### config.mk
export PLATFORM = sky130hd
export DESIGN_NAME = wsi_ram
export DESIGN_NICKNAME = d
export VERILOG_FILES = /design/src/design/wsi_ram.sv
export SDC_FILE = /design/constraint.sdc
export NUM_CORES = 1
export LEC_CHECK = 0
export BUFFER_PORTS_ARGS = -buffer_cell sky130_fd_sc_hd__buf_2
export CORE_ASPECT_RATIO = 1.5
export CORE_MARGIN = 2
export CORE_UTILIZATION = 40
export CTS_CLUSTER_SIZE = 30
export DETAILED_ROUTE_END_ITERATION = 6
export HOLD_SLACK_MARGIN = 0.08
export PLACE_DENSITY = 0.65
export SETUP_SLACK_MARGIN = 0.4
export SLEW_MARGIN = 20
export SYNTH_ARGS = -nofsm -noshare
export SYNTH_HDL_FRONTEND = slang
export SYNTH_SLANG_ARGS = --single-unit
### constraint.sdc
create_clock -name clk -period 4.05 [get_ports clk]
set_input_delay 0.6075 -clock clk [delete_from_list [all_inputs] [get_ports clk]]
set_output_delay 0.6075 -clock clk [all_outputs]
set_load 0.02 [all_outputs]
### src/design/wsi_ram.sv
`timescale 1ns / 1ps
// ----------------------------------------------------------------------------
// wsi_ram
// Generic single-write, single-read RAM with registered read data.
// ----------------------------------------------------------------------------
module wsi_ram #(
	parameter int WIDTH = 32,
	parameter int DEPTH = 32,
	localparam int AW = $clog2(DEPTH)
) (
	input  logic             clk,
	input  logic             we,
	input  logic [AW-1:0]    waddr,
	input  logic [WIDTH-1:0] wdata,
	input  logic             re,
	input  logic [AW-1:0]    raddr,
	output logic [WIDTH-1:0] rdata
);

	logic [WIDTH-1:0] mem [DEPTH];

	always_ff @(posedge clk) begin
		if (we) begin
			mem[waddr] <= wdata;
		end
	end

	always_ff @(posedge clk) begin
		if (re) begin
			rdata <= mem[raddr];
		end
	end

endmodule

==> run_results.csv <==
group,metric,value,unit
finish,syn2layout_area_growth,13.0,%
synthesis,synthTopCellsByCount,"edfxtp_1, mux2i_1, nand2_1, nand3_1",
timing,fin_worst_skew,0.0304,ns
detailed_routing,drt_wl_total,102000,µm
floorplanning,initial_core_util,0.403,
timing,worst_slew_pin_slew,0.972,ns
worst_setup_path,worstPathRequired,4.38,ns
detailed_routing,firstDrtPassIters,7,
clock_tree,cts-htree-levels,3,
timing,fin_hold_ws,0.472,ns
synthesis,syn_avg_cell_area,18.1,µm²
synthesis,async_reset_ff_frac,0,
worst_setup_path,startpoint_type,"primary input",
synthesis,synthesis.area,40800,µm²
synthesis,synth_top_area_share,0.777,
placement,dp_hpwl,62400,µm
floorplanning,dieArea,105000,µm²
clock_tree,clk_pin_slew,0.07,ns
synthesis,yosysSeqAreaShare,0.777,
detailed_routing,ant_nets,0,
timing,hold_viol_final,0,
detailed_routing,viasPerCell,5.60,
timing,rsz0062_at_grt,"false",
power,vdd_ir_drop_max,0.296,mV
grt,grt_max_degree,94,
synthesis,synth_most_common_cell,"edfxtp_1",
finish,fin_cells,3758,
detailed_routing,wire_per_inst,27.2,µm
worst_setup_path,path_class,"in2reg",
detailed_routing,drcViolationCount,0,
clock_tree,post_cts_buffers,0,
power,total_leakage_power,15.8,nW
timing,finalSetupTns,0,ns
synthesis,yosysWarnings,0,
clock_tree,cts_resized,0,
finish,drive_gt1_frac,0.130,
clock_tree,cts.sinks,1056,
grt,grt_pass1_vias,21417,
clock_tree,cts-root-buf,"clkbuf_16",
synthesis,ys_top_cells_by_area,"edfxtp_1, mux2i_1, a22oi_1, a22o_1, nand3_1",
placement,place_area,43200,µm²
floorplanning,die_w,265,µm
floorplanning,num_rows,143,
finish,fill_cells,8535,
worst_setup_path,crit_buf_inv,2,
floorplanning,dieHeight,395,µm
clock_tree,cts_tree,"done",
worst_setup_path,cp_top_family,"simple AND/OR/NAND/NOR gates",
synthesis,ys.flop_type,"edfxtp_1",
flow_run,cap_violations,0,
worst_setup_path,crit_chain,"buf_2, nor2b_4, buf_12, a22oi_1, a31oi_1, nand3_1",
synthesis,synth_fp_nets,2305,
finish,final_util,0.455,
timing,maxSlewViolCount,0,
worst_setup_path,cp_max_fo,77,
synthesis,syn_inst,2260,
worst_setup_path,slowest_stage,"a31oi_1",
synthesis,synth_cell_types,24,
clock_tree,clk_latency,0.69,ns
worst_setup_path,cp.arrival,2.73,ns
worst_setup_path,critPathMaxStageDelay,0.58,ns
timing,relSlewSlack,0.352,
floorplanning,core,101000,µm²
grt,antenna_found_initial,7,
min_path,hold_path_class,"in2reg",
clock_tree,cts-hold-fix-buffers,0,
placement,io_buffers,76,
floorplanning,io_pins,77,
detailed_routing,drt-initial-drc-count,1599,
timing,period_minus_slack,2.39,ns
status,outcome,"complete, no violations",
clock_tree,cts_buffers,90,
finish,finish.instance_area,46100,µm²
grt,gr-total-overflow,0,
synthesis,synth-edff-count,1056,
finish,final_nets,2424,
power,power.density,477,nW/µm²
timing,max_freq,418,MHz
detailed_routing,num_vias,21059,
worst_setup_path,cp-end-kind,"register",
placement,place_congestion,0.814,
synthesis,ys_seq_elements,1056,
timing,finalCritPeriodShare,0.591,
grt,grt_pass1_wl,148000,µm
synthesis,synth_top_area_cell,"edfxtp_1",
grt,track_usage,0.194,
placement,dpl.cell_count,3592,
clock_tree,ctsLongestPathBuffers,3,
timing,setup_violations,0,
worst paths after layout:
kind | from | to | slack [ns] | depth (start not counted)
setup / recovery | raddr[2] | rdata[25] | 1.66 | 6
setup reg to reg | mem[3][25] | rdata[25] | 2.11 | 5
hold / removal | wdata[13] | mem[2][13] | 0.47 | 1
hold reg to reg | mem[26][28] | rdata[28] | 0.68 | 4
layer usage:
| metal | vias up | global-route usage | wire length, µm |
|---|---|---|---|
| li1 | 9239 | - | - |
| met1 | 10944 | 0.218 | 36700 |
| met2 | 675 | 0.354 | 54700 |
| met3 | 189 | 0.0303 | 5250 |
| met4 | 12 | 0.102 | 5400 |
| met5 | - | 0 | 60 |
cell type report:
class | instances | area (µm²) | area share
well taps | 1305 | 1630 | 0.0354
repair buffers | 154 | 1290 | 0.0280
clock inverters | 56 | 514 | 0.0111
multi-input cells | 1077 | 8610 | 0.187
diodes | 1 | 2.50 | 0.0000543
flip-flops and latches | 1056 | 31700 | 0.687
clock buffers | 109 | 2370 | 0.0513
flip-flops by register name (all words and copies together) (netlist names):
register,flops
mem,1024
rdata,32
per-stage QoR:
| step | power, mW | worst slack, ns |
|---|---|---|
| after CTS | 22.2 | 1.70 |
| after global placement | 13.7 | 0.964 |
| after floorplan | 13.1 | 1.01 |
| final | 22.0 | 1.66 |
| after global routing | 22.6 | 1.59 |
| after detailed placement | 13.7 | 0.970 |
logic make-up after synthesis:
kind of cell | share of synthesized area
AO/OA/AOI/OAI | 0.0481
flip-flops | 0.777
AND/OR/NAND/NOR | 0.0308
multiplexers | 0.126
buffers and inverters | 0.0185
where the power goes:
group / leakage [nW] / total, mW / internal (mW) / switching [mW]
logic: 4.88 / 1.23 / 0.374 / 0.859
registers: 9.54 / 12.3 / 12.2 / 0.0669
clock network: 1.40 / 8.52 / 4.70 / 3.83
total: 15.8 / 22.0 / 17.3 / 4.75
layout by cell type (no fill, tap or decap):
cell and instances:
a21oi_1 96, a22o_1 64, a22oi_1 96, a31oi_1 32, and2_4 1, and2b_4 1
buf_12 22, buf_16 2, buf_2 75, buf_4 54, buf_8 1, bufinv_16 8
clkbuf_1 17, clkbuf_16 92, clkinv_1 27, clkinv_2 10, clkinv_8 2, clkinvlp_4 2
diode_2 1, edfxtp_1 1056, inv_16 1, inv_6 5, inv_8 1, mux2i_1 512
nand2_1 97, nand2_2 1, nand2b_2 2, nand3_1 98, nand3b_1 5, nor2_1 1
nor2_4 33, nor2b_4 1, nor3_1 32, or2_2 1, or3_1 1, or3b_2 3
No activity file was read; power rests on OpenSTA's default activity.
