==> src/design/wsi_pkg.sv <==
`timescale 1ns / 1ps
// ----------------------------------------------------------------------------
// wsi_pkg
// Shared constants, command/status types and row helpers for the waypoint
// table slice interpolator.
// ----------------------------------------------------------------------------
package wsi_pkg;

	localparam int DATA_W        = 32;
	localparam int NCOL          = 5;
	localparam int ROW_W         = NCOL * DATA_W;
	localparam int STATE_COLUMNS = 5;
	localparam int TIME_COLUMN   = 0;
	localparam int MAX_ROWS_DEF  = 32;
	localparam int CFG_W         = 6;
	localparam int IDX_W         = 5;
	localparam int HOR_W         = 31;
	localparam int CNT_W         = 7;
	localparam int T_W           = 33;
	localparam int FRAC_W        = 30;
	localparam int ALPHA_W       = FRAC_W + 1;
	localparam int COL_W         = 3;
	localparam int DIV_CNT_W     = 5;
	localparam int PROD_W        = 64;

	// input item commands
	localparam logic CMD_WRITE = 1'b0;
	localparam logic CMD_PLAN  = 1'b1;

	typedef logic [ROW_W-1:0] row_t;

	typedef struct packed {
		logic wr_row;
		logic capture;
		logic end_sel;
		logic scan_init;
		logic scan_step;
		logic div_step;
		logic mul_step;
		logic emit_s;
		logic inner_rd;
		logic inner_load;
		logic emit_e;
		logic emit_empty;
	} wsi_cmd_t;

	typedef struct packed {
		logic hit;
		logic miss;
		logic interp;
		logic div_last;
		logic mul_last;
		logic out_free;
		logic out_empty;
		logic inner_more;
	} wsi_stat_t;

	// Columns beyond the state width read as zero.
	function automatic row_t mask_row(input row_t r);
		row_t m;
		m = r;
		for (int c = 0; c < NCOL; c++) begin
			if (c >= STATE_COLUMNS) begin
				m[c*DATA_W +: DATA_W] = '0;
			end
		end
		return m;
	endfunction

	function automatic logic signed [DATA_W-1:0] time_of(input row_t r);
		return r[TIME_COLUMN*DATA_W +: DATA_W];
	endfunction

endpackage

==> src/design/wsi_ctrl.sv <==
`timescale 1ns / 1ps
// ----------------------------------------------------------------------------
// wsi_ctrl
// Sequencer: row writes, segment scans for both query ends, divide,
// column interpolation and result emission.
// ----------------------------------------------------------------------------
module wsi_ctrl (
	input  logic              clk,
	input  logic              arst_n,
	input  logic              in_valid,
	output logic              in_stall,
	input  logic              cmd,
	input  wsi_pkg::wsi_stat_t stat,
	output wsi_pkg::wsi_cmd_t  ctl
);
	import wsi_pkg::*;

	localparam logic [3:0] ST_IDLE      = 4'd0;
	localparam logic [3:0] ST_SCAN_INIT = 4'd1;
	localparam logic [3:0] ST_SCAN      = 4'd2;
	localparam logic [3:0] ST_DIV       = 4'd3;
	localparam logic [3:0] ST_MUL       = 4'd4;
	localparam logic [3:0] ST_EMIT_S    = 4'd5;
	localparam logic [3:0] ST_INNER     = 4'd6;
	localparam logic [3:0] ST_INNER_LD  = 4'd7;
	localparam logic [3:0] ST_EMIT_E    = 4'd8;
	localparam logic [3:0] ST_EMPTY     = 4'd9;

	logic [3:0] state_q, state_d;
	logic       end_sel_q, end_sel_d;

	assign in_stall = (state_q != ST_IDLE);

	always_comb begin
		state_d   = state_q;
		end_sel_d = end_sel_q;
		ctl       = '0;
		ctl.end_sel = end_sel_q;
		case (state_q)
			ST_IDLE: begin
				if (in_valid) begin
					if (cmd == CMD_PLAN) begin
						ctl.capture = 1'b1;
						end_sel_d   = 1'b0;
						state_d     = ST_SCAN_INIT;
					end else if (cmd == CMD_WRITE) begin
						ctl.wr_row = 1'b1;
					end
				end
			end
			ST_SCAN_INIT: begin
				ctl.scan_init = 1'b1;
				state_d       = ST_SCAN;
			end
			ST_SCAN: begin
				ctl.scan_step = 1'b1;
				if (stat.hit) begin
					state_d = stat.interp ? ST_DIV : ST_MUL;
				end else if (stat.miss) begin
					state_d = ST_EMPTY;
				end
			end
			ST_DIV: begin
				ctl.div_step = 1'b1;
				if (stat.div_last) begin
					state_d = ST_MUL;
				end
			end
			ST_MUL: begin
				ctl.mul_step = 1'b1;
				if (stat.mul_last) begin
					if (!end_sel_q) begin
						end_sel_d = 1'b1;
						state_d   = ST_SCAN_INIT;
					end else begin
						state_d = ST_EMIT_S;
					end
				end
			end
			ST_EMIT_S: begin
				if (stat.out_free) begin
					ctl.emit_s = 1'b1;
					state_d    = ST_INNER;
				end
			end
			ST_INNER: begin
				// a stored row is read only into an empty output register
				if (!stat.inner_more) begin
					state_d = ST_EMIT_E;
				end else if (stat.out_empty) begin
					ctl.inner_rd = 1'b1;
					state_d      = ST_INNER_LD;
				end
			end
			ST_INNER_LD: begin
				ctl.inner_load = 1'b1;
				state_d        = ST_INNER;
			end
			ST_EMIT_E: begin
				if (stat.out_free) begin
					ctl.emit_e = 1'b1;
					state_d    = ST_IDLE;
				end
			end
			ST_EMPTY: begin
				if (stat.out_free) begin
					ctl.emit_empty = 1'b1;
					state_d        = ST_IDLE;
				end
			end
			default: begin
				state_d = ST_IDLE;
			end
		endcase
	end

	always_ff @(posedge clk or negedge arst_n) begin
		if (!arst_n) begin
			state_q   <= ST_IDLE;
			end_sel_q <= 1'b0;
		end else begin
			state_q   <= state_d;
			end_sel_q <= end_sel_d;
		end
	end

endmodule

==> config.mk <==
export PLATFORM = sky130hd
export DESIGN_NAME = wsi_ctrl
export DESIGN_NICKNAME = d
export VERILOG_FILES = /design/src/design/wsi_pkg.sv /design/src/design/wsi_ctrl.sv
export SDC_FILE = /design/constraint.sdc
export NUM_CORES = 1
export LEC_CHECK = 0
export BUFFER_PORTS_ARGS = -buffer_cell sky130_fd_sc_hd__buf_2
export CAP_MARGIN = 20
export CORE_AREA = 3 3 40 42
export DETAILED_ROUTE_END_ITERATION = 8
export DIE_AREA = 0 0 43 45
export HOLD_SLACK_MARGIN = 0.08
export PLACE_DENSITY = 0.81
export SLEW_MARGIN = 25
export SYNTH_ARGS = -nofsm -noshare
export SYNTH_HDL_FRONTEND = slang
export SYNTH_SLANG_ARGS = --single-unit
==> constraint.sdc <==
create_clock -name clk -period 2.45 [get_ports clk]
set_clock_uncertainty 0.15 [all_clocks]
set_input_delay 0.3675 -clock clk [delete_from_list [all_inputs] [get_ports clk]]
set_output_delay 0.3675 -clock clk [all_outputs]
set_load 0.005 [all_outputs]
==> metrics.cfg <==
[min_path]
min_to=end_sel_q$_DFFE_PN0P_
worst_hold_path_type=in2reg
whs_path_depth=3
hp-start=stat[3]

[floorplanning]
dieHeight_um=45
placementRows=13
ios=25
dieArea_um2=1940
coreArea_um2=1280
die_width_um=43
initial_utilization_pct=43.3

[power_and_ir_drop]
p_leak_nw=0.345
power.density_cell_area_nw_per_um2=1210
power.total_mw=0.844
peak_vdd_ir_v=0.000398

[worst_setup_path]
worstPathRequired_ps=1930
r2r_start=state_q[2]$_DFFE_PN0P_
slowest_stage=dfrtp_1
worstSetupPathType=reg2out
regToRegSetupSlack_ps=300
crit_path_cell_trace=nand2b_1 > or3_4 > nor2_1 > buf_2
cell_depth_of_the_worst_flop_to_flop_path=5
worstPathMaxFanout=13
setup.worst_path.start_class=flop
timing.critical_path.to_type=primary output
worstReg2RegEnd=state_q[1]$_DFFE_PN0P_
worst-path-buf-inv=1
cp_top_family=simple AND/OR/NAND/NOR gates
worstPathArrival_ps=1650
cp_slowest_stage_delay_ps=590

[place]
dpl_cell_area_um2=661
gp_congestion=0.836
buffer_ports.inserted=24
setup_slack_after_placement_ps=347
dpl.hpwl_mm=1.08

[sta]
report.final.slew_viol_count=0
timing_hold_violations_final=0
clock.fmax_mhz=461
rsz0062_at_grt=false
min_period_ps=2170
setup_tns_ps=0
timing.final.crit_share_pct=88.6
worst_slack_setup_final_ps=280
relSlewSlack_pct=66.4
worst_slew_pin_slew_ps=499
final-setup-viol-count=0

[clock_tree]
postCtsSetupBuffers=0
cts_num_sinks=5
clock_insertion_delay_worst_skew_ps=240
cts_repair_resize_count=0
tritoncts.num_buffers=3
tritoncts=built
path_clk_slew_ps=50
clock_tree.htree_level_count=1
cts.root.buffer_cell=clkbuf_4
clockBufferDepth=2

[drt]
drt_iter0_markers=23
routed_via_density=5.50
route.antenna.remaining_nets=0
routed_wire_length_per_instance_um=13.0
wirelength_mm=1.35
remaining_drc_errors=0
vias=572
drt_pre_antenna_iters=4

[synth]
synthesis.area_um2=557
synth_fp_nets=78
yosys.cell_types.count=33
post_synthesis_cell_count=66
post-synth-top-area-cell=dfrtp_1
synth_warn=0
synth_area_leaders=dfrtp_1 (22%), mux2_4 (8.1%), nand2b_1 (6.7%)
synth_area_per_cell_um2=8.44
yosys.area.top_type_share_pct=22.5
synth_sequential_area_ratio_pct=22.5
synth-seq-cells=5

[job]
max_cap_violations=0

[layout]
layout-drive-gt1-share_pct=41.6
finish.instance_area_um2=697
antenna_cells=0
fillerInstances=125
layout.core_utilization_pct=54.2
synthToLayoutAreaGrowth_pct=25.2
total_number_of_nets_in_the_final_design=102

[global_route]
grt_pass1_vias=541
grt_remaining_overflow=0
grt_start_max_net_pins=17
grt_total_usage_pct=15.0
initial_antenna_violation_count=0
grt_first_pass_wirelength_mm=2.17

[status]
run_status=finished, final reports clean

-- placed cells by master (no fill, tap or decap), types with 2 or more instances in the layout --
| master | Yosys | final |
|---|---|---|
| o31ai_1 | 2 | 2 |
| clkbuf_4 | 0 | 3 |
| nor4b_1 | 2 | 2 |
| inv_2 | 2 | 2 |
| a21oi_1 | 2 | 2 |
| dfrtp_1 | 5 | 5 |
| buf_2 | 4 | 24 |
| nand2_1 | 4 | 4 |
| nand2b_1 | 6 | 6 |
| inv_1 | 4 | 4 |
| nor3_1 | 2 | 2 |
| nor2_1 | 6 | 6 |
| mux2_4 | 3 | 3 |
| nor2b_1 | 3 | 3 |
-- layout make-up --
class	count	area, um2	area share, %
Clock buffer	4	26.3	3.77
Multi-Input combinational cell	49	374	53.7
Timing Repair Buffer	25	130	18.7
Inverter	6	22.5	3.23
Sequential cell	5	125	18.0
Tap cell	15	18.8	2.69
-- flip-flops by register name, indices dropped and copies added, names as in the netlist --
name,cells
end_sel_q,1
state_q,4
-- metal layers --
layer	GRT usage, %	vias to the layer above	routed length (um)
met5	0	-	0
met4	10.2	0	21
met3	1.59	4	130
met2	26.6	33	666
met1	16.8	257	534
li1	-	278	-
-- worst register-to-register path: stages (launching register included) --
cell and delay [ps]:
dfrtp_1 590, nand2b_1 220, o21a_1 220, o31ai_1 430, nor3_4 100, mux2_4 320
-- report_power, final --
part / leakage (nW) / switching, mW / internal (mW) / total, mW
combinational: 0.268 / 0.230 / 0.272 / 0.502
sequential: 0.0616 / 0.122 / 0.124 / 0.246
clock: 0.0150 / 0.0343 / 0.0616 / 0.0959
-- cell families after synthesis --
logic type | count (synthesis) | synth area share, %
AND/OR/NAND/NOR | 32 | 37.3
buffers and inverters | 12 | 10.3
multiplexers | 4 | 9.89
flip-flops | 5 | 22.5
AO/OA/AOI/OAI | 13 | 20.0
-- metrics by stage --
stage	std cells	hold WS (ps)
floorplan	66	-78.1
global placement	99	30.1
detailed placement	99	39.4
CTS	104	296
global route	104	322
finish	104	285
-- synth_stat cells (all sizes together) --
cell type  instances
and3               1
nor4               2
o32ai              2
dfrtp              5
a211oi             1
nand2b             6
nor2               6
inv                6
o21ai              2
o21a               1
mux2i              1
nand3              1
nor3               3
buf                6
nand4b             1
nor4b              2
nand3b             1
nand2              4
o21bai             1
mux2               3
and4bb             1
o31ai              2
or3                1
nor2b              3
a2111oi            1
a21oi              3
-- how the worst max path moves through the flow --
| stage | endpoint | start | slack [ps] | depth (start not counted) |
|---|---|---|---|---|
| after detailed placement | state_q[1]$_DFFE_PN0P_ | state_q[2]$_DFFE_PN0P_ | 350 | 5 |
| after CTS | ctl[3] | state_q[2]$_DFFE_PN0P_ | 290 | 4 |
| after global placement | state_q[1]$_DFFE_PN0P_ | state_q[3]$_DFFE_PN0P_ | 440 | 5 |
| after floorplan | state_q[0]$_DFFE_PN0P_ | state_q[3]$_DFFE_PN0P_ | 680 | 5 |
| after global routing | ctl[3] | state_q[2]$_DFFE_PN0P_ | 170 | 4 |
| final | ctl[3] | state_q[2]$_DFFE_PN0P_ | 280 | 4 |
-- repair_timing --
| action | in CTS | in global routing |
|---|---|---|
| hold endpoints to repair | 5 | 0 |
| setup endpoints to repair | 0 | 0 |
| hold buffers | 1 | 0 |
(Power assumes the default switching activity.)
