$ cat config.mk
export PLATFORM = sky130hd
export DESIGN_NAME = wsi_dp
export DESIGN_NICKNAME = d
export VERILOG_FILES = /design/src/design/wsi_pkg.sv /design/src/design/wsi_dp.sv
export SDC_FILE = /design/constraint.sdc
export NUM_CORES = 2
export LEC_CHECK = 0
export ABC_AREA = 0
export BUFFER_PORTS_ARGS = -buffer_cell sky130_fd_sc_hd__buf_4
export CELL_PAD_IN_SITES_DETAIL_PLACEMENT = 0
export CELL_PAD_IN_SITES_GLOBAL_PLACEMENT = 1
export CORE_ASPECT_RATIO = 1.5
export CORE_UTILIZATION = 40
export CTS_BUF_LIST = sky130_fd_sc_hd__clkbuf_4
export CTS_CLUSTER_SIZE = 28
export DETAILED_ROUTE_END_ITERATION = 16
export PLACE_DENSITY_LB_ADDON = 0.1
export SYNTH_ARGS = -nofsm -noshare
export SYNTH_HDL_FRONTEND = slang
export SYNTH_SLANG_ARGS = --single-unit
$ cat constraint.sdc
create_clock -name clk -period 7.6 [get_ports clk]
set_input_delay 1.14 -clock clk [delete_from_list [all_inputs] [get_ports clk]]
set_output_delay 1.14 -clock clk [all_outputs]
set_load 0.02 [all_outputs]
$ cat src/design/wsi_pkg.sv
`timescale 1ns / 1ps
// ----------------------------------------------------------------------------
// wsi_pkg
// Shared constants, command/status types and row helpers for the waypoint
// table slice interpolator.
// ----------------------------------------------------------------------------
package wsi_pkg;

	localparam int DATA_W        = 32;
	localparam int NCOL          = 5;
	localparam int ROW_W         = NCOL * DATA_W;
	localparam int STATE_COLUMNS = 5;
	localparam int TIME_COLUMN   = 0;
	localparam int MAX_ROWS_DEF  = 32;
	localparam int CFG_W         = 6;
	localparam int IDX_W         = 5;
	localparam int HOR_W         = 31;
	localparam int CNT_W         = 7;
	localparam int T_W           = 33;
	localparam int FRAC_W        = 30;
	localparam int ALPHA_W       = FRAC_W + 1;
	localparam int COL_W         = 3;
	localparam int DIV_CNT_W     = 5;
	localparam int PROD_W        = 64;

	// input item commands
	localparam logic CMD_WRITE = 1'b0;
	localparam logic CMD_PLAN  = 1'b1;

	typedef logic [ROW_W-1:0] row_t;

	typedef struct packed {
		logic wr_row;
		logic capture;
		logic end_sel;
		logic scan_init;
		logic scan_step;
		logic div_step;
		logic mul_step;
		logic emit_s;
		logic inner_rd;
		logic inner_load;
		logic emit_e;
		logic emit_empty;
	} wsi_cmd_t;

	typedef struct packed {
		logic hit;
		logic miss;
		logic interp;
		logic div_last;
		logic mul_last;
		logic out_free;
		logic out_empty;
		logic inner_more;
	} wsi_stat_t;

	// Columns beyond the state width read as zero.
	function automatic row_t mask_row(input row_t r);
		row_t m;
		m = r;
		for (int c = 0; c < NCOL; c++) begin
			if (c >= STATE_COLUMNS) begin
				m[c*DATA_W +: DATA_W] = '0;
			end
		end
		return m;
	endfunction

	function automatic logic signed [DATA_W-1:0] time_of(input row_t r);
		return r[TIME_COLUMN*DATA_W +: DATA_W];
	endfunction

endpackage

$ cat src/design/wsi_dp.sv
`timescale 1ns / 1ps
// ----------------------------------------------------------------------------
// wsi_dp
// Datapath: row-count register, scan compare, restoring divider for alpha,
// three-stage column interpolation and the output register.
// ----------------------------------------------------------------------------
module wsi_dp #(
	parameter int MAX_ROWS = wsi_pkg::MAX_ROWS_DEF,
	localparam int AW = $clog2(MAX_ROWS)
) (
	input  logic                               clk,
	input  logic                               arst_n,
	input  wsi_pkg::wsi_cmd_t                  ctl,
	output wsi_pkg::wsi_stat_t                 stat,
	input  logic                               cfg_valid,
	input  logic [wsi_pkg::CFG_W-1:0]          cfg_data,
	input  logic [wsi_pkg::IDX_W-1:0]          row_index,
	input  logic signed [wsi_pkg::DATA_W-1:0]  value_0,
	input  logic signed [wsi_pkg::DATA_W-1:0]  value_1,
	input  logic signed [wsi_pkg::DATA_W-1:0]  value_2,
	input  logic signed [wsi_pkg::DATA_W-1:0]  value_3,
	input  logic signed [wsi_pkg::DATA_W-1:0]  value_4,
	input  logic signed [wsi_pkg::DATA_W-1:0]  plan_start,
	input  logic [wsi_pkg::HOR_W-1:0]          horizon,
	output logic                               ram_we,
	output logic [AW-1:0]                      ram_waddr,
	output wsi_pkg::row_t                      ram_wdata,
	output logic                               ram_re,
	output logic [AW-1:0]                      ram_raddr,
	input  wsi_pkg::row_t                      ram_rdata,
	input  logic                               out_stall,
	output logic                               out_valid,
	output logic signed [wsi_pkg::DATA_W-1:0]  out_0,
	output logic signed [wsi_pkg::DATA_W-1:0]  out_1,
	output logic signed [wsi_pkg::DATA_W-1:0]  out_2,
	output logic signed [wsi_pkg::DATA_W-1:0]  out_3,
	output logic signed [wsi_pkg::DATA_W-1:0]  out_4,
	output logic                               empty_res,
	output logic                               last
);
	import wsi_pkg::*;

	localparam logic [CFG_W-1:0] ROWS_MIN = CFG_W'(2);
	localparam logic [CFG_W-1:0] ROWS_MAX = CFG_W'(MAX_ROWS);
	localparam logic signed [PROD_W-1:0] RND_HALF = PROD_W'(64'sd1 <<< (FRAC_W - 1));
	localparam logic [ALPHA_W-1:0] ALPHA_ONE = ALPHA_W'(1) << FRAC_W;

	// configuration
	logic [CFG_W-1:0] rows_q, rows_sat;

	always_comb begin
		if (cfg_data < ROWS_MIN) begin
			rows_sat = ROWS_MIN;
		end else if (cfg_data > ROWS_MAX) begin
			rows_sat = ROWS_MAX;
		end else begin
			rows_sat = cfg_data;
		end
	end

	always_ff @(posedge clk or negedge arst_n) begin
		if (!arst_n) begin
			rows_q <= ROWS_MIN;
		end else if (cfg_valid) begin
			rows_q <= rows_sat;
		end
	end

	// row writes
	logic [CNT_W-1:0] wr_idx;
	assign wr_idx    = CNT_W'(row_index);
	assign ram_we    = ctl.wr_row && (wr_idx < CNT_W'(MAX_ROWS));
	assign ram_waddr = wr_idx[AW-1:0];
	assign ram_wdata = {value_4, value_3, value_2, value_1, value_0};

	// query times
	logic signed [T_W-1:0] t_start_q, t_end_q, t_cur;

	always_ff @(posedge clk) begin
		if (ctl.capture) begin
			t_start_q <= {plan_start[DATA_W-1], plan_start};
			t_end_q   <= {plan_start[DATA_W-1], plan_start} + {2'b00, horizon};
		end
	end

	assign t_cur = ctl.end_sel ? t_end_q : t_start_q;

	// segment scan
	logic [CNT_W-1:0]      scan_q, scan_nxt;
	row_t                  row_a_q, row_b_q;
	logic signed [T_W-1:0] ta_x, tb_x, num_c, den_c;
	logic                  hit_c, miss_c, at_lo_c, at_hi_c, interp_c;

	assign ta_x     = T_W'(time_of(row_a_q));
	assign tb_x     = T_W'(time_of(ram_rdata));
	assign scan_nxt = scan_q + CNT_W'(1);
	assign hit_c    = (scan_q != '0) && (ta_x <= t_cur) && (t_cur <= tb_x);
	assign miss_c   = (scan_q != '0) && !hit_c && (scan_nxt >= {1'b0, rows_q});
	assign at_lo_c  = (t_cur == ta_x) || (tb_x == ta_x);
	assign at_hi_c  = !at_lo_c && (t_cur == tb_x);
	assign interp_c = !at_lo_c && !at_hi_c;
	assign num_c    = t_cur - ta_x;
	assign den_c    = tb_x - ta_x;

	// divider and inner-row bounds
	logic [DATA_W-1:0]    rem_q, den_q, top_c;
	logic [FRAC_W-1:0]    hbits_q;
	logic [ALPHA_W-1:0]   alpha_q;
	logic [DIV_CNT_W-1:0] div_cnt_q;
	logic [CNT_W-1:0]     s_first_q, e_end_q;
	logic [DATA_W+1:0]    trial;
	logic                 ge, top_ge;

	// dividend is num*2^30 + den/2; its top part can reach den, which gives
	// quotient bit 30 before the 30 shift steps
	assign top_c  = num_c[DATA_W-1:0] + DATA_W'(den_c[DATA_W-1]);
	assign top_ge = (top_c >= den_c[DATA_W-1:0]);
	assign trial  = {1'b0, rem_q, hbits_q[FRAC_W-1]} - {2'b00, den_q};
	assign ge     = !trial[DATA_W+1];

	always_ff @(posedge clk or negedge arst_n) begin
		if (!arst_n) begin
			scan_q    <= '0;
			div_cnt_q <= '0;
		end else if (ctl.scan_init) begin
			scan_q <= '0;
		end else if (ctl.scan_step) begin
			if (scan_q == '0) begin
				scan_q <= CNT_W'(1);
			end else if (!hit_c && !miss_c) begin
				scan_q <= scan_nxt;
			end
			div_cnt_q <= '0;
		end else if (ctl.div_step) begin
			div_cnt_q <= div_cnt_q + DIV_CNT_W'(1);
		end
	end

	always_ff @(posedge clk) begin
		if (ctl.scan_step) begin
			if (scan_q == '0 || (!hit_c && !miss_c)) begin
				row_a_q <= ram_rdata;
			end else if (hit_c) begin
				row_b_q <= ram_rdata;
				alpha_q <= at_hi_c ? ALPHA_ONE : ALPHA_W'(interp_c && top_ge);
				rem_q   <= top_ge ? top_c - den_c[DATA_W-1:0] : top_c;
				hbits_q <= den_c[FRAC_W:1];
				den_q   <= den_c[DATA_W-1:0];
				if (!ctl.end_sel) begin
					s_first_q <= scan_q + CNT_W'(at_hi_c);
				end else begin
					e_end_q <= scan_q - CNT_W'(at_lo_c);
				end
			end
		end else if (ctl.div_step) begin
			rem_q   <= ge ? trial[DATA_W-1:0] : {rem_q[DATA_W-2:0], hbits_q[FRAC_W-1]};
			alpha_q <= {alpha_q[ALPHA_W-2:0], ge};
			hbits_q <= {hbits_q[FRAC_W-2:0], 1'b0};
		end
	end

	// column interpolation: difference, multiply, round and add
	logic [COL_W-1:0]           col_q, col_i, col_s1, col_s2;
	logic                       issue, v_s1, v_s2;
	logic signed [T_W-1:0]      diff_s1;
	logic signed [DATA_W-1:0]   a_c, b_c, a_s1, a_s2, res_c;
	logic signed [PROD_W-1:0]   prod_s2, rnd_c;
	row_t                       srow_q, erow_q;

	assign issue = ctl.mul_step && (col_q < COL_W'(NCOL));
	assign col_i = issue ? col_q : '0;
	assign a_c   = row_a_q[col_i*DATA_W +: DATA_W];
	assign b_c   = row_b_q[col_i*DATA_W +: DATA_W];
	assign rnd_c = (prod_s2 + RND_HALF) >>> FRAC_W;
	assign res_c = a_s2 + rnd_c[DATA_W-1:0];

	always_ff @(posedge clk or negedge arst_n) begin
		if (!arst_n) begin
			col_q <= '0;
			v_s1  <= 1'b0;
			v_s2  <= 1'b0;
		end else begin
			col_q <= ctl.mul_step ? col_q + COL_W'(1) : '0;
			v_s1  <= issue;
			v_s2  <= v_s1;
		end
	end

	always_ff @(posedge clk) begin
		diff_s1 <= T_W'(b_c) - T_W'(a_c);
		a_s1    <= a_c;
		col_s1  <= col_i;
		prod_s2 <= PROD_W'($signed({1'b0, alpha_q}) * diff_s1);
		a_s2    <= a_s1;
		col_s2  <= col_s1;
		if (v_s2) begin
			if (ctl.end_sel) begin
				erow_q[col_s2*DATA_W +: DATA_W] <=
					(col_s2 < COL_W'(STATE_COLUMNS)) ? res_c : '0;
			end else begin
				srow_q[col_s2*DATA_W +: DATA_W] <=
					(col_s2 < COL_W'(STATE_COLUMNS)) ? res_c : '0;
			end
		end
	end

	// inner rows and RAM read port
	logic [CNT_W-1:0] idx_q;

	always_ff @(posedge clk) begin
		if (ctl.emit_s) begin
			idx_q <= s_first_q;
		end else if (ctl.inner_load) begin
			idx_q <= idx_q + CNT_W'(1);
		end
	end

	assign ram_re = ctl.scan_init || ctl.inner_rd ||
		(ctl.scan_step && !hit_c && !miss_c);

	always_comb begin
		if (ctl.scan_init) begin
			ram_raddr = '0;
		end else if (ctl.inner_rd) begin
			ram_raddr = idx_q[AW-1:0];
		end else begin
			ram_raddr = scan_nxt[AW-1:0];
		end
	end

	// output register
	logic out_valid_q, empty_q, last_q, load;
	row_t out_row_q;

	assign load = ctl.emit_s || ctl.inner_load || ctl.emit_e || ctl.emit_empty;

	always_ff @(posedge clk or negedge arst_n) begin
		if (!arst_n) begin
			out_valid_q <= 1'b0;
		end else if (load) begin
			out_valid_q <= 1'b1;
		end else if (!out_stall) begin
			out_valid_q <= 1'b0;
		end
	end

	always_ff @(posedge clk) begin
		if (load) begin
			if (ctl.emit_s) begin
				out_row_q <= srow_q;
			end else if (ctl.emit_e) begin
				out_row_q <= erow_q;
			end else if (ctl.inner_load) begin
				out_row_q <= mask_row(ram_rdata);
			end else begin
				out_row_q <= '0;
			end
			empty_q <= ctl.emit_empty;
			last_q  <= ctl.emit_e || ctl.emit_empty;
		end
	end

	assign out_valid = out_valid_q;
	assign out_0     = out_row_q[0*DATA_W +: DATA_W];
	assign out_1     = out_row_q[1*DATA_W +: DATA_W];
	assign out_2     = out_row_q[2*DATA_W +: DATA_W];
	assign out_3     = out_row_q[3*DATA_W +: DATA_W];
	assign out_4     = out_row_q[4*DATA_W +: DATA_W];
	assign empty_res = empty_q;
	assign last      = last_q;

	assign stat.hit        = ctl.scan_step && hit_c;
	assign stat.miss       = ctl.scan_step && miss_c;
	assign stat.interp     = interp_c;
	assign stat.div_last   = (div_cnt_q == DIV_CNT_W'(FRAC_W - 1));
	assign stat.mul_last   = (col_q == COL_W'(NCOL + 1));
	assign stat.out_free   = !out_valid_q || !out_stall;
	assign stat.out_empty  = !out_valid_q;
	assign stat.inner_more = (idx_q < e_end_q);

endmodule

==> qor.csv <==
metric,value,unit
worstPathMaxFanout,9,
tns,-0.323,ns
grt_start_max_net_pins,183,
ys_top_cells_by_count,"1251 x inv_1, 1055 x fa_1, 1013 x edfxtp_1",
critPathCaptureType,flip-flop,
dp_hpwl,255000,µm
coreArea,229000,µm²
die_x,394,µm
cts_max_level,5,
regToRegEndpoint,prod_s2[60],
synthTopCellsByArea,"edfxtp_1 33%, fa_1 23%, ha_1 7.1%, inv_1 5.1%, nand2_1 3.9%",
clockBufferDepth,4,
path_clk_slew,0.07,ns
critPathMaxStageDelay,0.53,ns
rsz0062_at_grt,true,
cp-endpoint,prod_s2[60],
synth_warnings,0,
critPathRequiredTime,8.59,ns
r2r_start,alpha_q[7],
firstDrtPassIters,5,
dpl-instance-area,102000,µm²
violations,setup timing,
cp_slowest_cell,fa_1,
cts_root_buffer,clkbuf_4,
hold_class,input pin to flip-flop,
startpoint,alpha_q[7],
hold_violations,0,
syn-num-nets,10700,
dp_slack,-0.977,ns
syn_inst,8695,
synth_edf_count,1013,
setup_violations,7,
final_area,107000,µm²
cts_tree,done,
ys_ff_latch,1173,
grt_usage,0.273,
antenna_found_initial,22,
worstPathArrival,8.69,ns
initial_core_util,0.403,
critPathMostFrequentCell,fa_1,
clock_sinks,1173,
drive_gt1_frac,0.189,
via_per_inst,5.21,
finalNetCount,11600,
drc,0,
die_area,232000,µm²
syn_area,92200,µm²
drv_slew,0,
max_cap_viol_count,0,
layout.cells.non_filler,12900,
clkLatencyLatePin,1.22,ns
worst_pin_slew,1.20,ns
synth_top_area_frac,0.330,
drt_iter0_drc,4266,
rr_worst_depth,33,
ant_nets,0,
fill_cells,21600,
place_congestion,0.940,
dpl.cell_count,12300,
areaGrowthSynthToFinish,16.6,%
synth.largest_area_cell,edfxtp_1,
clock_skew,0.179,ns
cts_buffers,310,
yosysSeqAreaShare,0.366,
die_h,590,µm
io_pins,753,
grt_pass1_wl,467000,µm
wl_per_cell,24.7,µm
syn_area_per_cell,10.6,µm²
ys_types,97,
maxSlewHeadroom,0.193,
yosysMostFrequentCell,inv_1,
finalCritPeriodShare,1.01,
setup_ws,-0.0932,ns
fin_crit,7.69,ns
synth-main-ff-cell,edfxtp_1,
fmax,130,MHz
drt-total-wl,318000,µm
numPortBuffers,420,
std_cell_rows,215,
grt_pass1_vias,70900,
async_reset_ff_frac,0.0205,
dr_total_vias,67100,
reg2reg_slack,-0.09,ns
gr-total-overflow,0,
critPathLaunchType,flip-flop,
outcome,"finished, violations left",
path_class,flip-flop to flip-flop,
[flip-flops by register name (all words and copies together), names as in the netlist, 5 cells and up]
register	flops
row_a_q	160
rows_q	6
alpha_q	31
scan_q	7
hbits_q	30
idx_q	7
erow_q	160
rem_q	32
div_cnt_q	5
a_s2	32
prod_s2	33
den_q	32
s_first_q	7
a_s1	32
diff_s1	33
srow_q	160
t_end_q	33
e_end_q	7
t_start_q	32
out_row_q	160
row_b_q	160
[stage by stage]
stage | hold WS, ns | utilization
2_1_floorplan | 0.310 | -
3_3_place_gp | 0.311 | 0.448
3_5_place_dp | 0.312 | 0.448
4_1_cts | 0.0209 | 0.466
5_1_grt | 0.0557 | 0.469
6_report | 0.133 | 0.470
[worst min path at each step]
| stage | startpoint | endpoint | slack [ns] | depth (start not counted) |
|---|---|---|---|---|
| 3_5_place_dp | col_s1[2] | col_s2[2] | 0.31 | 0 |
| 3_3_place_gp | a_s1[30] | a_s2[30] | 0.31 | 0 |
| 6_report | ram_rdata[126] | row_b_q[126] | 0.13 | 1 |
| 2_1_floorplan | a_s1[0] | a_s2[0] | 0.31 | 0 |
| 4_1_cts | ram_rdata[118] | row_b_q[118] | 0.02 | 1 |
| 5_1_grt | ram_rdata[126] | row_b_q[126] | 0.06 | 1 |
[layout make-up]
class                           count  area [µm²]  area share
Antenna cell                       18        45.0    0.000419
Clock buffer                      440        3300      0.0307
Clock inverter                     95         517     0.00481
Inverter                         1257        4720      0.0440
Multi-Input combinational cell   5701       51700       0.481
Sequential cell                  1173       33800       0.314
Tap cell                         3038        3800      0.0354
Timing Repair Buffer             1157        9670      0.0900
[metal layers]
metal,up-vias,track usage,share of wire
met4,16,0.126,0.051
met1,33800,0.334,0.39
met2,2270,0.468,0.49
li1,30400,-,-
met3,595,0.0458,0.062
met5,-,0,0.00034
[worst max-delay path: cells and delay by family (launching register included)]
kind / cells / cell delay, ns
fa+ha+maj: 9 / 4.21
buf+inv: 13 / 1.37
compound gates: 7 / 1.01
simple gates: 3 / 0.43
flops: 1 / 0.42
xor+xnor: 1 / 0.13
[layout by cell type, fill, tap and decap left out, drive strengths merged, types with 20 or more instances in the layout]
cell type  synthesis  layout
o31ai             23      23
dfrtp             23      23
and3              39      39
nor2b             79      79
o21ai            340     340
a211oi            46      46
or3               20      20
nand3             68      68
fa              1055    1055
nand4             32      32
nor4              21      21
ha               522     522
nor3              68      68
nor2             439     439
mux2i             49      49
o21bai            33      33
nand2            956     956
dfxtp            136     136
clkbuf           362     443
a21o             127     127
and2             521     521
o22ai             36      36
mux2              31      31
clkinv             3      84
xnor2            195     195
o21a              43      43
edfxtp          1013    1013
a22oi            129     129
a21oi            460     460
xor2              90      90
a31oi             29      29
a221oi            34      34
nand2b            36      36
buf              202    1152
inv             1254    1258
[timing repair]
item                                    in CTS  in global routing
hold buffers                                 1                  0
pin swaps                                   58                 45
buffers inserted                            16                 25
gates cloned                                 2                  3
hold endpoints to repair                    11                  0
resized for setup                           70                102
endpoints found under the setup margin      62                 55
[logic make-up after synthesis]
kind of cell | Yosys count | share of synthesized area
multiplexers | 80 | 0.00911
AO/OA/AOI/OAI | 1417 | 0.0959
flip-flops | 1173 | 0.366
AND/OR/NAND/NOR | 2342 | 0.121
adder cells (fa/ha/maj) | 1577 | 0.300
buffers and inverters | 1821 | 0.0812
XOR/XNOR | 285 | 0.0271
Power is not shown: default switching activity piles up to over one toggle a cycle in this logic, so the estimate is an artifact.
